### src/sv/cls_pkg.sv
// ----------------------------------------------------------------------------
// cls_pkg
// Shared constants, codes and control types of the compacting list store.
// ----------------------------------------------------------------------------
package cls_pkg;

    localparam int DEPTH  = 64;
    localparam int ADDR_W = $clog2(DEPTH);
    localparam int CNT_W  = $clog2(DEPTH + 1);
    localparam int WORD_W = 32;
    localparam int POS_W  = 6;
    localparam int IDX_W  = 6;
    localparam int LCNT_W = 7;

    typedef enum logic [1:0] {
        CMD_INSERT  = 2'd0,
        CMD_UPDATE  = 2'd1,
        CMD_DELETE  = 2'd2,
        CMD_DISPLAY = 2'd3
    } t_cmd;

    typedef enum logic [1:0] {
        ST_OK     = 2'd0,
        ST_FULL   = 2'd1,
        ST_BADIDX = 2'd2,
        ST_EMPTY  = 2'd3
    } t_status;

    typedef enum logic [2:0] {
        S_IDLE,
        S_EXEC,
        S_SHIFT,
        S_STAT,
        S_DISP_RD,
        S_DISP
    } t_state;

    typedef struct packed {
        logic    load_in;
        logic    wr_append;
        logic    wr_update;
        logic    set_status;
        t_status status;
        logic    j_from_pos;
        logic    j_clear;
        logic    shift_step;
        logic    shift_end;
        logic    emit_status;
        logic    emit_entry;
    } t_dp_ctrl;

    typedef struct packed {
        t_cmd cmd;
        logic pos_ok;
        logic full;
        logic empty;
        logic shift_done;
        logic disp_last;
        logic out_free;
    } t_dp_stat;

endpackage

### src/sv/cls_in_if.sv
// ----------------------------------------------------------------------------
// cls_in_if
// Command channel: one transfer carries one list command.
// ----------------------------------------------------------------------------
interface cls_in_if;
    import cls_pkg::*;

    logic                     valid;
    logic                     ready;
    logic [1:0]               cmd;
    logic [POS_W-1:0]         position;
    logic signed [WORD_W-1:0] data_word;

    modport source (output valid, output cmd, output position, output data_word,
                    input ready);
    modport sink   (input valid, input cmd, input position, input data_word,
                    output ready);
endinterface

### src/sv/cls_out_if.sv
// ----------------------------------------------------------------------------
// cls_out_if
// Result channel: one transfer carries one result of a list command.
// ----------------------------------------------------------------------------
interface cls_out_if;
    import cls_pkg::*;

    logic                     valid;
    logic                     ready;
    logic [1:0]               status;
    logic signed [WORD_W-1:0] entry_value;
    logic [IDX_W-1:0]         entry_index;
    logic [LCNT_W-1:0]        live_count;
    logic                     last;

    modport source (output valid, output status, output entry_value,
                    output entry_index, output live_count, output last,
                    input ready);
    modport sink   (input valid, input status, input entry_value,
                    input entry_index, input live_count, input last,
                    output ready);
endinterface

### src/sv/cls_ram.sv
// ----------------------------------------------------------------------------
// cls_ram
// Generic single-write, single-read RAM with registered read data.
// ----------------------------------------------------------------------------
module cls_ram #(
    parameter int WIDTH = 32,
    parameter int DEPTH = 64
) (
    input  logic                     i_clk,
    input  logic                     i_we,
    input  logic [$clog2(DEPTH)-1:0] i_waddr,
    input  logic [WIDTH-1:0]         i_wdata,
    input  logic [$clog2(DEPTH)-1:0] i_raddr,
    output logic [WIDTH-1:0]         o_rdata
);
    logic [WIDTH-1:0] r_mem [DEPTH];
    logic [WIDTH-1:0] r_rdata;

    always_ff @(posedge i_clk) begin
        if (i_we) begin
            r_mem[i_waddr] <= i_wdata;
        end
        r_rdata <= r_mem[i_raddr];
    end

    assign o_rdata = r_rdata;
endmodule

### src/sv/cls_ctrl.sv
// ----------------------------------------------------------------------------
// cls_ctrl
// Command sequencer: decodes each command and steps the datapath through it.
// ----------------------------------------------------------------------------
module cls_ctrl (
    input  logic             i_clk,
    input  logic             i_rst_n,
    input  logic             i_in_valid,
    output logic             o_in_ready,
    input  cls_pkg::t_dp_stat i_stat,
    output cls_pkg::t_dp_ctrl o_ctrl
);
    import cls_pkg::*;

    t_state r_state;
    t_state n_state;

    always_ff @(posedge i_clk) begin
        if (!i_rst_n) begin
            r_state <= S_IDLE;
        end else begin
            r_state <= n_state;
        end
    end

    always_comb begin
        n_state = r_state;
        case (r_state)
            S_IDLE: begin
                if (i_in_valid) begin
                    n_state = S_EXEC;
                end
            end
            S_EXEC: begin
                case (i_stat.cmd)
                    CMD_DELETE:  n_state = i_stat.pos_ok ? S_SHIFT : S_STAT;
                    CMD_DISPLAY: n_state = i_stat.empty ? S_STAT : S_DISP_RD;
                    default:     n_state = S_STAT;
                endcase
            end
            S_SHIFT: begin
                if (i_stat.shift_done) begin
                    n_state = S_STAT;
                end
            end
            S_STAT: begin
                if (i_stat.out_free) begin
                    n_state = S_IDLE;
                end
            end
            S_DISP_RD: n_state = S_DISP;
            S_DISP: begin
                if (i_stat.out_free && i_stat.disp_last) begin
                    n_state = S_IDLE;
                end
            end
            default: n_state = S_IDLE;
        endcase
    end

    always_comb begin
        o_ctrl     = '0;
        o_in_ready = 1'b0;
        case (r_state)
            S_IDLE: begin
                o_in_ready     = 1'b1;
                o_ctrl.load_in = i_in_valid;
            end
            S_EXEC: begin
                o_ctrl.set_status = 1'b1;
                o_ctrl.status     = ST_OK;
                case (i_stat.cmd)
                    CMD_INSERT: begin
                        if (i_stat.full) begin
                            o_ctrl.status = ST_FULL;
                        end else begin
                            o_ctrl.wr_append = 1'b1;
                        end
                    end
                    CMD_UPDATE: begin
                        if (i_stat.pos_ok) begin
                            o_ctrl.wr_update = 1'b1;
                        end else begin
                            o_ctrl.status = ST_BADIDX;
                        end
                    end
                    CMD_DELETE: begin
                        if (i_stat.pos_ok) begin
                            o_ctrl.j_from_pos = 1'b1;
                        end else begin
                            o_ctrl.status = ST_BADIDX;
                        end
                    end
                    default: begin
                        if (i_stat.empty) begin
                            o_ctrl.status = ST_EMPTY;
                        end else begin
                            o_ctrl.j_clear = 1'b1;
                        end
                    end
                endcase
            end
            S_SHIFT: begin
                if (i_stat.shift_done) begin
                    o_ctrl.shift_end  = 1'b1;
                    o_ctrl.set_status = 1'b1;
                    o_ctrl.status     = ST_OK;
                end else begin
                    o_ctrl.shift_step = 1'b1;
                end
            end
            S_STAT: o_ctrl.emit_status = i_stat.out_free;
            S_DISP: o_ctrl.emit_entry  = i_stat.out_free;
            default: o_ctrl = '0;
        endcase
    end
endmodule

### src/sv/cls_dp.sv
// ----------------------------------------------------------------------------
// cls_dp
// Datapath: command registers, entry count, entry RAM, shift pointer and the
// result register.
// ----------------------------------------------------------------------------
module cls_dp (
    input  logic                              i_clk,
    input  logic                              i_rst_n,
    input  logic [1:0]                        i_cmd,
    input  logic [cls_pkg::POS_W-1:0]         i_position,
    input  logic signed [cls_pkg::WORD_W-1:0] i_data_word,
    input  cls_pkg::t_dp_ctrl                 i_ctrl,
    output cls_pkg::t_dp_stat                 o_stat,
    output logic                              o_out_valid,
    input  logic                              i_out_ready,
    output logic [1:0]                        o_status,
    output logic signed [cls_pkg::WORD_W-1:0] o_entry_value,
    output logic [cls_pkg::IDX_W-1:0]         o_entry_index,
    output logic [cls_pkg::LCNT_W-1:0]        o_live_count,
    output logic                              o_last
);
    import cls_pkg::*;

    t_cmd              r_cmd;
    logic [POS_W-1:0]  r_pos;
    logic [WORD_W-1:0] r_word;
    logic [CNT_W-1:0]  r_count;
    logic [CNT_W-1:0]  r_j;
    logic              r_pend;
    t_status           r_stat_code;

    logic              r_out_valid;
    t_status           r_out_status;
    logic [WORD_W-1:0] r_out_value;
    logic [IDX_W-1:0]  r_out_index;
    logic [LCNT_W-1:0] r_out_count;
    logic              r_out_last;

    logic [CNT_W-1:0]  j_inc;
    logic [CNT_W-1:0]  j_dec;
    logic              we;
    logic [ADDR_W-1:0] waddr;
    logic [WORD_W-1:0] wdata;
    logic [ADDR_W-1:0] raddr;
    logic [WORD_W-1:0] rdata;

    assign j_inc = r_j + CNT_W'(1);
    assign j_dec = r_j - CNT_W'(1);

    assign o_stat.cmd        = r_cmd;
    assign o_stat.pos_ok     = LCNT_W'(r_pos) < LCNT_W'(r_count);
    assign o_stat.full       = r_count == CNT_W'(DEPTH);
    assign o_stat.empty      = r_count == '0;
    assign o_stat.shift_done = j_inc >= r_count;
    assign o_stat.disp_last  = j_inc == r_count;
    assign o_stat.out_free   = !r_out_valid || i_out_ready;

    always_comb begin
        we    = 1'b0;
        waddr = r_count[ADDR_W-1:0];
        wdata = r_word;
        if (i_ctrl.wr_append) begin
            we = 1'b1;
        end else if (i_ctrl.wr_update) begin
            we    = 1'b1;
            waddr = r_pos[ADDR_W-1:0];
        end else if ((i_ctrl.shift_step || i_ctrl.shift_end) && r_pend) begin
            we    = 1'b1;
            waddr = j_dec[ADDR_W-1:0];
            wdata = rdata;
        end
        raddr = (i_ctrl.shift_step || i_ctrl.emit_entry) ? j_inc[ADDR_W-1:0]
                                                         : r_j[ADDR_W-1:0];
    end

    cls_ram #(
        .WIDTH (WORD_W),
        .DEPTH (DEPTH)
    ) u_ram (
        .i_clk   (i_clk),
        .i_we    (we),
        .i_waddr (waddr),
        .i_wdata (wdata),
        .i_raddr (raddr),
        .o_rdata (rdata)
    );

    always_ff @(posedge i_clk) begin
        if (i_ctrl.load_in) begin
            r_cmd  <= t_cmd'(i_cmd);
            r_pos  <= i_position;
            r_word <= i_data_word;
        end
        if (i_ctrl.set_status) begin
            r_stat_code <= i_ctrl.status;
        end
        if (i_ctrl.j_from_pos) begin
            r_j <= CNT_W'(r_pos);
        end else if (i_ctrl.j_clear) begin
            r_j <= '0;
        end else if (i_ctrl.shift_step || i_ctrl.emit_entry) begin
            r_j <= j_inc;
        end
        if (i_ctrl.emit_status) begin
            r_out_status <= r_stat_code;
            r_out_value  <= '0;
            r_out_index  <= '0;
            r_out_count  <= LCNT_W'(r_count);
            r_out_last   <= 1'b1;
        end else if (i_ctrl.emit_entry) begin
            r_out_status <= ST_OK;
            r_out_value  <= rdata;
            r_out_index  <= IDX_W'(r_j);
            r_out_count  <= LCNT_W'(r_count);
            r_out_last   <= o_stat.disp_last;
        end
    end

    always_ff @(posedge i_clk) begin
        if (!i_rst_n) begin
            r_count     <= '0;
            r_pend      <= 1'b0;
            r_out_valid <= 1'b0;
        end else begin
            if (i_ctrl.wr_append) begin
                r_count <= r_count + CNT_W'(1);
            end else if (i_ctrl.shift_end) begin
                r_count <= r_count - CNT_W'(1);
            end
            if (i_ctrl.shift_step) begin
                r_pend <= 1'b1;
            end else if (i_ctrl.shift_end) begin
                r_pend <= 1'b0;
            end
            if (i_ctrl.emit_status || i_ctrl.emit_entry) begin
                r_out_valid <= 1'b1;
            end else if (i_out_ready) begin
                r_out_valid <= 1'b0;
            end
        end
    end

    assign o_out_valid   = r_out_valid;
    assign o_status      = r_out_status;
    assign o_entry_value = r_out_value;
    assign o_entry_index = r_out_index;
    assign o_live_count  = r_out_count;
    assign o_last        = r_out_last;
endmodule

### src/sv/compacting_list_store_top.sv
// ----------------------------------------------------------------------------
// compacting_list_store_top
// Dense list of signed 32-bit words with insert, update, delete and display.
// ----------------------------------------------------------------------------
// The block takes one command at a time and holds at most DEPTH entries in a
// single-port-write, registered-read RAM. Insert and update write the RAM and
// then report a status result. Delete closes the gap behind the deleted entry
// by moving one entry per cycle through the RAM, then reports its status.
// Display reads its first entry ahead, then gives one result per cycle while
// the result channel accepts them, one for each stored entry, set by the RAM
// read port. A rejected command and a display of an empty list give a single
// status result. A waiting result does not block the next command transfer,
// and back pressure on the result channel simply stretches the work.
module compacting_list_store_top (
    input  logic  i_clk,
    input  logic  i_rst_n,
    cls_in_if.sink    i_cmd_ch,
    cls_out_if.source o_res_ch
);
    import cls_pkg::*;

    t_dp_ctrl ctrl;
    t_dp_stat stat;

    cls_ctrl u_ctrl (
        .i_clk      (i_clk),
        .i_rst_n    (i_rst_n),
        .i_in_valid (i_cmd_ch.valid),
        .o_in_ready (i_cmd_ch.ready),
        .i_stat     (stat),
        .o_ctrl     (ctrl)
    );

    cls_dp u_dp (
        .i_clk         (i_clk),
        .i_rst_n       (i_rst_n),
        .i_cmd         (i_cmd_ch.cmd),
        .i_position    (i_cmd_ch.position),
        .i_data_word   (i_cmd_ch.data_word),
        .i_ctrl        (ctrl),
        .o_stat        (stat),
        .o_out_valid   (o_res_ch.valid),
        .i_out_ready   (o_res_ch.ready),
        .o_status      (o_res_ch.status),
        .o_entry_value (o_res_ch.entry_value),
        .o_entry_index (o_res_ch.entry_index),
        .o_live_count  (o_res_ch.live_count),
        .o_last        (o_res_ch.last)
    );
endmodule

### src/flat_wrapper.sv
// flat-port wrapper written by rule: the top's interface ports become plain ports
module compacting_list_store_top_flat import cls_pkg::*;
  (i_clk, i_rst_n, i_cmd_ch_valid, i_cmd_ch_cmd, i_cmd_ch_position, i_cmd_ch_data_word, i_cmd_ch_ready, o_res_ch_valid, o_res_ch_status, o_res_ch_entry_value, o_res_ch_entry_index, o_res_ch_live_count, o_res_ch_last, o_res_ch_ready);
  cls_in_if i_cmd_ch_i ();
  cls_out_if o_res_ch_i ();
  input  logic i_clk;
  input  logic i_rst_n;
  input wire logic [$bits(i_cmd_ch_i.valid)-1:0] i_cmd_ch_valid;
  input wire logic [$bits(i_cmd_ch_i.cmd)-1:0] i_cmd_ch_cmd;
  input wire logic [$bits(i_cmd_ch_i.position)-1:0] i_cmd_ch_position;
  input wire logic [$bits(i_cmd_ch_i.data_word)-1:0] i_cmd_ch_data_word;
  output wire logic [$bits(i_cmd_ch_i.ready)-1:0] i_cmd_ch_ready;
  output wire logic [$bits(o_res_ch_i.valid)-1:0] o_res_ch_valid;
  output wire logic [$bits(o_res_ch_i.status)-1:0] o_res_ch_status;
  output wire logic [$bits(o_res_ch_i.entry_value)-1:0] o_res_ch_entry_value;
  output wire logic [$bits(o_res_ch_i.entry_index)-1:0] o_res_ch_entry_index;
  output wire logic [$bits(o_res_ch_i.live_count)-1:0] o_res_ch_live_count;
  output wire logic [$bits(o_res_ch_i.last)-1:0] o_res_ch_last;
  input wire logic [$bits(o_res_ch_i.ready)-1:0] o_res_ch_ready;
  assign i_cmd_ch_i.valid = i_cmd_ch_valid;
  assign i_cmd_ch_i.cmd = i_cmd_ch_cmd;
  assign i_cmd_ch_i.position = i_cmd_ch_position;
  assign i_cmd_ch_i.data_word = i_cmd_ch_data_word;
  assign i_cmd_ch_ready = i_cmd_ch_i.ready;
  assign o_res_ch_valid = o_res_ch_i.valid;
  assign o_res_ch_status = o_res_ch_i.status;
  assign o_res_ch_entry_value = o_res_ch_i.entry_value;
  assign o_res_ch_entry_index = o_res_ch_i.entry_index;
  assign o_res_ch_live_count = o_res_ch_i.live_count;
  assign o_res_ch_last = o_res_ch_i.last;
  assign o_res_ch_i.ready = o_res_ch_ready;
  compacting_list_store_top u_core (.i_clk(i_clk), .i_rst_n(i_rst_n), .i_cmd_ch(i_cmd_ch_i), .o_res_ch(o_res_ch_i));
endmodule
### config.mk
export PLATFORM = sky130hd
export DESIGN_NAME = compacting_list_store_top_flat
export DESIGN_NICKNAME = d
export VERILOG_FILES = /design/src/sv/cls_pkg.sv /design/src/sv/cls_in_if.sv /design/src/sv/cls_out_if.sv /design/src/sv/cls_ram.sv /design/src/sv/cls_ctrl.sv /design/src/sv/cls_dp.sv /design/src/sv/compacting_list_store_top.sv /design/src/flat_wrapper.sv
export SDC_FILE = /design/constraint.sdc
export NUM_CORES = 2
export LEC_CHECK = 0
export BUFFER_PORTS_ARGS = -buffer_cell sky130_fd_sc_hd__buf_2
export CAP_MARGIN = 20
export CELL_PAD_IN_SITES_DETAIL_PLACEMENT = 1
export CELL_PAD_IN_SITES_GLOBAL_PLACEMENT = 2
export CORE_AREA = 2 2 462 464
export DETAILED_ROUTE_END_ITERATION = 6
export DIE_AREA = 0 0 464 466
export GPL_TIMING_DRIVEN = 0
export HOLD_SLACK_MARGIN = 0.03
export PLACE_DENSITY = 0.78
export RECOVER_POWER = 100
export SYNTH_ARGS = -nofsm -noshare
export SYNTH_HDL_FRONTEND = slang
export SYNTH_SLANG_ARGS = --single-unit
### constraint.sdc
create_clock -name i_clk -period 5.45 [get_ports i_clk]
set_clock_uncertainty 0.2 [all_clocks]
set_input_delay 1.3625 -clock i_clk [delete_from_list [all_inputs] [get_ports i_clk]]
set_output_delay 1.3625 -clock i_clk [all_outputs]
set_load 0.005 [all_outputs]
-- Yosys cells after proc, flatten, opt, wreduce, memory -nomap -nowiden
Memory sizes are Yosys's and may differ from the RTL's. A register that Yosys moved wholly into a read port is not among the register bits.
Index checks and enable logic that the tools add are counted.
- add/subtract/negate cells: 4
- order comparisons: 2
- eq/ne operators: 14
- multiplexer cells: 55
- reduce and logical (&&, ||, !) cells: 19
- operator list (cell ; number):
    two-way mux 32 bit ; 3
    two-way mux 6 bit ; 7
    two-way mux 7 bit ; 4
    two-way mux 1 bit ; 24
    two-way mux 3 bit ; 6
    case mux 3 bit (6 select lines) ; 1
    adder 7 x 1 -> 7 bit, second input constant ; 2
    two-way mux 2 bit ; 7
    case mux 3 bit (2 select lines) ; 2
    nonzero test 2 bit ; 4
    == test 7 bit ; 1
    == test 7 bit, second input constant ; 1
    >= comparator 7 bit ; 1
    zero test 7 bit ; 1
    less-than comparator 6 x 7 -> 1 bit ; 1
    subtractor 7 x 1 -> 7 bit, second input constant ; 1
    == test 3 x 2 -> 1 bit, second input constant ; 2
    == test 3 bit, second input constant ; 2
    inequality test 2 bit, second input constant ; 3
    subtractor 6 x 1 -> 6 bit, second input constant ; 1
    == test 2 bit, second input constant ; 2
    logical OR 1 bit ; 4
    case mux 2 bit (2 select lines) ; 1
    AND reduction 4 bit ; 1
    10 further kinds ; 12
- bits in registers: 109
- bits in writable memories: 2048
- input port bits: 44
- output and inout bits: 50
- word-level logic and storage cells: 110
- memories: 1
- memory list (memory ; words ; width ; read ports ; clocked after Yosys merged registers in ; wr ports ; line ; RTL):
    u_core.u_dp.u_ram.r_mem ; 64 ; 32 ; 1 ; 1 ; 1 ; cls_ram.sv:16 ; logic [WIDTH-1:0] r_mem [DEPTH];

-- Logic depth before layout (Yosys ltp)
- word-level depth: 11
- mapped depth: 21
- gate-level depth less buffers: 15

-- By module
From an unflattened synthesis, not the netlist that was laid out.
- cells, all modules: 3790
- area total of the unflattened synthesis: 83978.0 um2
- by module, submodules not included (module ; times used ; cells each ; area an instance (um2) ; seq. area each (um2)):
    cls_ram ; 1 ; 3324 ; 78515.3 ; 62139.6
    cls_dp ; 1 ; 410 ; 5009.8 ; 2692.6
    cls_ctrl ; 1 ; 56 ; 452.9 ; 60.1

-- Least setup slack after synthesis
No wires, ideal clock.
- path kind: register to register
- start point: reg u_core.u_dp.r_j[0]
- end point: mem u_core.u_dp.u_ram.r_mem[36][0], enable pin
- setup time: 0.461 ns
- arrival: 4.946 ns
- data required time: 4.789 ns
- setup slack: -0.156 ns
- stages on the path, launching flop included: 13
- buffers on the path: 5
- period minus slack after synthesis: 5.606 ns
- path through: edfxtp_1 > inv_1 > buf_1 > buf_1 > clkbuf_1 > clkbuf_1 > ha_1 > nand2_1 > xor2_1 > nand2_1 > o221a_2 > clkbuf_1 > nor3_1
- cells in the longest elaborated chain, start to end: 11
- elaborated cells on any way between the ends: 16
- classes of those cells: add/sub (2); order compare (1); mux (11); reduce/logical (2)
- ends and longest elaborated chain (what ; line ; RTL):
    start, declared ; cls_dp.sv:28 ; logic [CNT_W-1:0] r_j;
    start signal, assigned ; cls_dp.sv:98 ; r_j <= CNT_W'(r_pos);
    start signal, assigned ; cls_dp.sv:102 ; r_j <= j_inc;
    adder 7 x 1 -> 7 bit ; cls_dp.sv:47 ; assign j_inc = r_j + CNT_W'(1);
    >= comparator 7 bit ; cls_dp.sv:54 ; assign o_stat.shift_done = j_inc >= r_count;
    two-way mux 1 bit ; cls_ctrl.sv:104 ; if (i_stat.shift_done) begin
    two-way mux 2 bit ; cls_ctrl.sv:64 ; case (r_state)
    logical OR 1 bit ; cls_dp.sv:67 ; end else if ((i_ctrl.shift_step || i_ctrl.shift_end) && r_pend) begin
    logical AND 1 bit ; cls_dp.sv:67 ;
    two-way mux 1 bit ; cls_dp.sv:67 ;
    two-way mux 1 bit ; cls_dp.sv:64 ; end else if (i_ctrl.wr_update) begin
    two-way mux 1 bit ; cls_dp.sv:62 ; if (i_ctrl.wr_append) begin
    two-way mux 1 bit ; cls_ram.sv:20 ; if (i_we) begin
    two-way mux 1 bit (not written as such) ; cls_ram.sv:21 ; r_mem[i_waddr] <= i_wdata;
    end, declared ; cls_ram.sv:16 ;
Parallel ways exist; a longest one is shown, timed or not.

-- Final worst setup path
- start point: reg u_core.u_dp.r_j[5]
- end point: reg u_core.u_dp.u_ram.r_rdata[30], in the netlist u_core.u_dp.u_ram.o_rdata[30] (read register of u_core.u_dp.u_ram.r_mem)
- cells in the longest elaborated chain, start to end: 6
- ends and longest elaborated chain (what ; line ; RTL):
    adder 7 x 1 -> 7 bit ; cls_dp.sv:47 ;
    named net u_core.u_dp.j_inc[6] ; cls_dp.sv:39 ; logic [CNT_W-1:0] j_inc;
    >= comparator 7 bit ; cls_dp.sv:54 ;
    two-way mux 1 bit ; cls_ctrl.sv:104 ;
    two-way mux 2 bit ; cls_ctrl.sv:64 ;
    logical OR 1 bit ; cls_dp.sv:72 ; raddr = (i_ctrl.shift_step || i_ctrl.emit_entry) ? j_inc[ADDR_W-1:0]
    two-way mux 6 bit ; cls_dp.sv:72 ;
    end, declared ; cls_ram.sv:17 ; logic [WIDTH-1:0] r_rdata;
The timed path passes the listed nets, and every way through them passes these cells.
A chain may end at the register's enable or synchronous reset.

==> results.ini <==
[outcome]
status = complete, but fails checks
violations = DRC, capacitance limit, slew limit, setup timing

[synth]
yosys_warnings = 0
ys_seq_elements = 2189
synth.avg_cell_area_um2 = 15.14
syn-cell-area_mm2 = 0.08816
synth-edff-count = 2105
yosysTopAreaCellShare_pct = 71.70
synth_cells = 5822
ys_types = 94
synth.area.top_cells = edfxtp_1 (72%), mux2i_1 (6.4%), nand2_1 (4.0%)
yosys.area.top_type = edfxtp_1
synthArstFlopShare_pct = 0
syn_nets = 5890
ys.flop_type = edfxtp_1
synth_seq_area_share_pct = 73.61

[worst_setup_path]
end_kind = flop
crit_family = simple AND/OR/NAND/NOR gates
reg2regPathDepth = 16
r2r_end = u_core.u_dp.u_ram.o_rdata[30]
r2r_setup_slack_ps = -470
crit_path_frequent_cell = buf_8
cp_max_fo = 11
cp.required_ps = 6010
slowest_delay_ps = 980
critPathKind = flop to flop
cpMaxStageDelayCell = edfxtp_1
cp.arrival_ps = 6480
reg2reg_from = u_core.u_dp.r_j[5]
critical_path.startpoint = u_core.u_dp.r_j[5]
critPathBufInv = 2
setup.worst_path.start_class = flop
crit_chain = nand2_1, nor2_4, xor2_1, ha_1, and4_1, o21ai_1, o21a_1, buf_8, nor2_1, nor2_2, xnor2_2, buf_8, nand2_2, a31o_2, a211o_1, nand4_1

[clock_network]
cts_hold_buffers = 0
clk_latency_ps = 910
cts_root_buffer = clkbuf_16
cts_made_buffers = 218
cts_tree = yes
cts_sinks = 2189
htree_levels = 4
clk_path_buf_depth = 3
clkTransAtPathRegs_ps = 60

[global_routing]
antenna_found_initial = 24
grt_use_total_pct = 37.33
grt-ovfl-total = 0
grt_max_degree = 65
grt_pass1_vias = 62154
grt_pass1_wl_mm = 544.9

[route]
drc = 1
post_drt_via_cell_ratio = 6.906
drtAntennaViolNets = 0
drt_wl_total_mm = 416.5
post_drt_wl_per_cell_um = 44.06
drtPass1Iterations = 7
num_vias = 65280
drt_iter0_markers = 13404

[power]
peakVddDrop_v = 0.0003966
leakage_nw = 36.25
p_total_w = 0.06237
switching_power_w = 0.02649
p_comb_share_pct = 42.8
p_sw_share_pct = 42.47
power-per-cell-area_mw_per_mm2 = 580.4
seqPwrFrac_pct = 33.0
internal_power_w = 0.03588
p_clk_share_pct = 24.2

[final_layout]
final_cell_mix = edfxtp_1 (2105), nand2_1 (908), mux2i_1 (560), a21oi_1 (303), clkbuf_16 (221)
drive_above_1_share_pct = 20.86
postLayoutCellArea_mm2 = 0.1075
area_delta_synth_final_pct = 21.89
final_common_cell = edfxtp_1
nNetsFinal = 6490

[job]
drv_cap = 2

[die]
ios = 94
fp-row-count = 169
core_mm2 = 0.2112
dieWidth_um = 464
start_util_pct = 41.73
die_area_mm2 = 0.2162
die_h_um = 466

[sta]
max_clock_freq_mhz = 168.9
setup_viol = 66
finalHoldViolCount = 0
max_slew_margin_pct = -48.78
tns_ps = -8178
worst_slack_ps = -470.4
rsz0062_at_grt = true
min_period_ps = 5920
worst_slew_pin_slew_ps = 2232
drv_slew = 88
finalCritPeriodShare_pct = 108.6

[hold_path]
hold_path.startpoint = u_core.u_dp.r_count[6]
min_to = u_core.u_dp.o_live_count[6]
hold_path_depth = 0
hp-class = flop to flop

[place]
dpl-instance-area_mm2 = 0.09678
io_buffer_count = 93
dp_hpwl_mm = 285.2
globalplace.congestion = 0.9659

-- per-layer routing --
metal / global-route usage [%] / vias to the layer above / part of all wire, %
met5: 0.08783 / - / 0.058
met4: 27.71 / 18 / 9.4
met3: 13.65 / 1714 / 16
met2: 53.37 / 6274 / 41
met1: 46.40 / 33203 / 33
li1: - / 24071 / -
-- worst reg2reg max path: cells and delay by family (launching register included) --
family          cells  cell delay, ps
flops               1             980
fa+ha+maj           1             320
simple gates        7            1950
compound gates      4            1270
buf+inv             2             460
xor+xnor            2             620
-- cells in the mapped netlist, drive strengths merged, types with 70 or more instances --
cell,instances
edfxtp,2105
nand2,949
mux2i,563
a21oi,316
buf,231
o22ai,200
clkbuf,147
nor2,133
o21ai,127
a221oi,111
nand3,95
dfxtp,84
nor3,70
-- state kept, by name, indices dropped and copies added (netlist names) --
signal                     count
u_core.u_dp.r_count            7
u_core.u_dp.o_entry_index      6
u_core.u_dp.o_live_count       7
u_core.u_dp.u_ram.o_rdata     32
u_core.u_dp.o_status           2
u_core.u_dp.r_pend             1
u_core.u_dp.u_ram.r_mem     2048
u_core.u_dp.r_cmd              2
u_core.u_dp.r_stat_code        2
u_core.u_dp.r_pos              6
u_core.u_ctrl.r_state          3
u_core.u_dp.o_last             1
u_core.u_dp.r_j                7
u_core.u_dp.o_entry_value     32
u_core.u_dp.o_out_valid        1
u_core.u_dp.r_word            32
-- worst max path at each step --
| stage | depth (start not counted) | slack, ps | end |
|---|---|---|---|
| 3_3_place_gp | 10 | -9030 | u_core.u_dp.u_ram.r_mem[34][21] |
| 2_1_floorplan | 12 | -160 | u_core.u_dp.u_ram.r_mem[36][0] |
| 6_report | 16 | -470 | u_core.u_dp.u_ram.o_rdata[30] |
| 4_1_cts | 16 | -40 | u_core.u_dp.u_ram.r_mem[32][8] |
| 3_5_place_dp | 19 | -4260 | u_core.u_dp.u_ram.o_rdata[27] |
| 5_1_grt | 20 | -280 | u_core.u_dp.u_ram.o_rdata[15] |
-- power groups by stage --
stage	Sequential, W	Combinational (W)	Clock (W)
6_report	0.0206	0.0267	0.0151
5_1_grt	0.0206	0.0262	0.0155
4_1_cts	0.0206	0.0245	0.0149
3_5_place_dp	0.0209	0.0222	0
3_3_place_gp	0.0212	0.0208	0
2_1_floorplan	0.0208	0.0103	0
-- cell families after synthesis --
group                      count (synthesis)  synth area share [%]
AOI/OAI and AO/OA                       1148                 8.784
DFF                                     2189                 73.61
buffers and inverters                    396                 2.027
and+or+nand+nor                         1404                 6.758
xor gates and xnor gates                  25                0.2952
muxes                                    636                 8.180
adders and majority gates                 24                0.3491
-- cell type report --
cell class,instances,area (um2)
Clock inverter,114,1045
Fill cell,19947,103800
Tap cell,2821,3530
Sequential cell,2189,64890
Antenna cell,21,52.55
Clock buffer,295,5897
Timing Repair Buffer,387,5069
Inverter,18,71.32
Multi-Input combinational cell,3237,24010
Buffer,371,2897
-- repair_timing --
item,CTS,global route
pin swaps,48,52
buffers inserted,39,38
resized for setup,689,174
setup endpoints to repair,2098,492
-- through the flow --
step	setup slack [ps]	util, %	hold WS [ps]	cells
2_1_floorplan	-156.5	-	206.4	5822
3_3_place_gp	-9033	43.63	214.1	8736
3_5_place_dp	-4260	45.82	234.7	8952
4_1_cts	-42.28	50.42	248.9	9394
5_1_grt	-277.9	50.86	267.8	9441
6_report	-470.4	50.87	251.8	9453
Power figures use the tool's default switching activity.
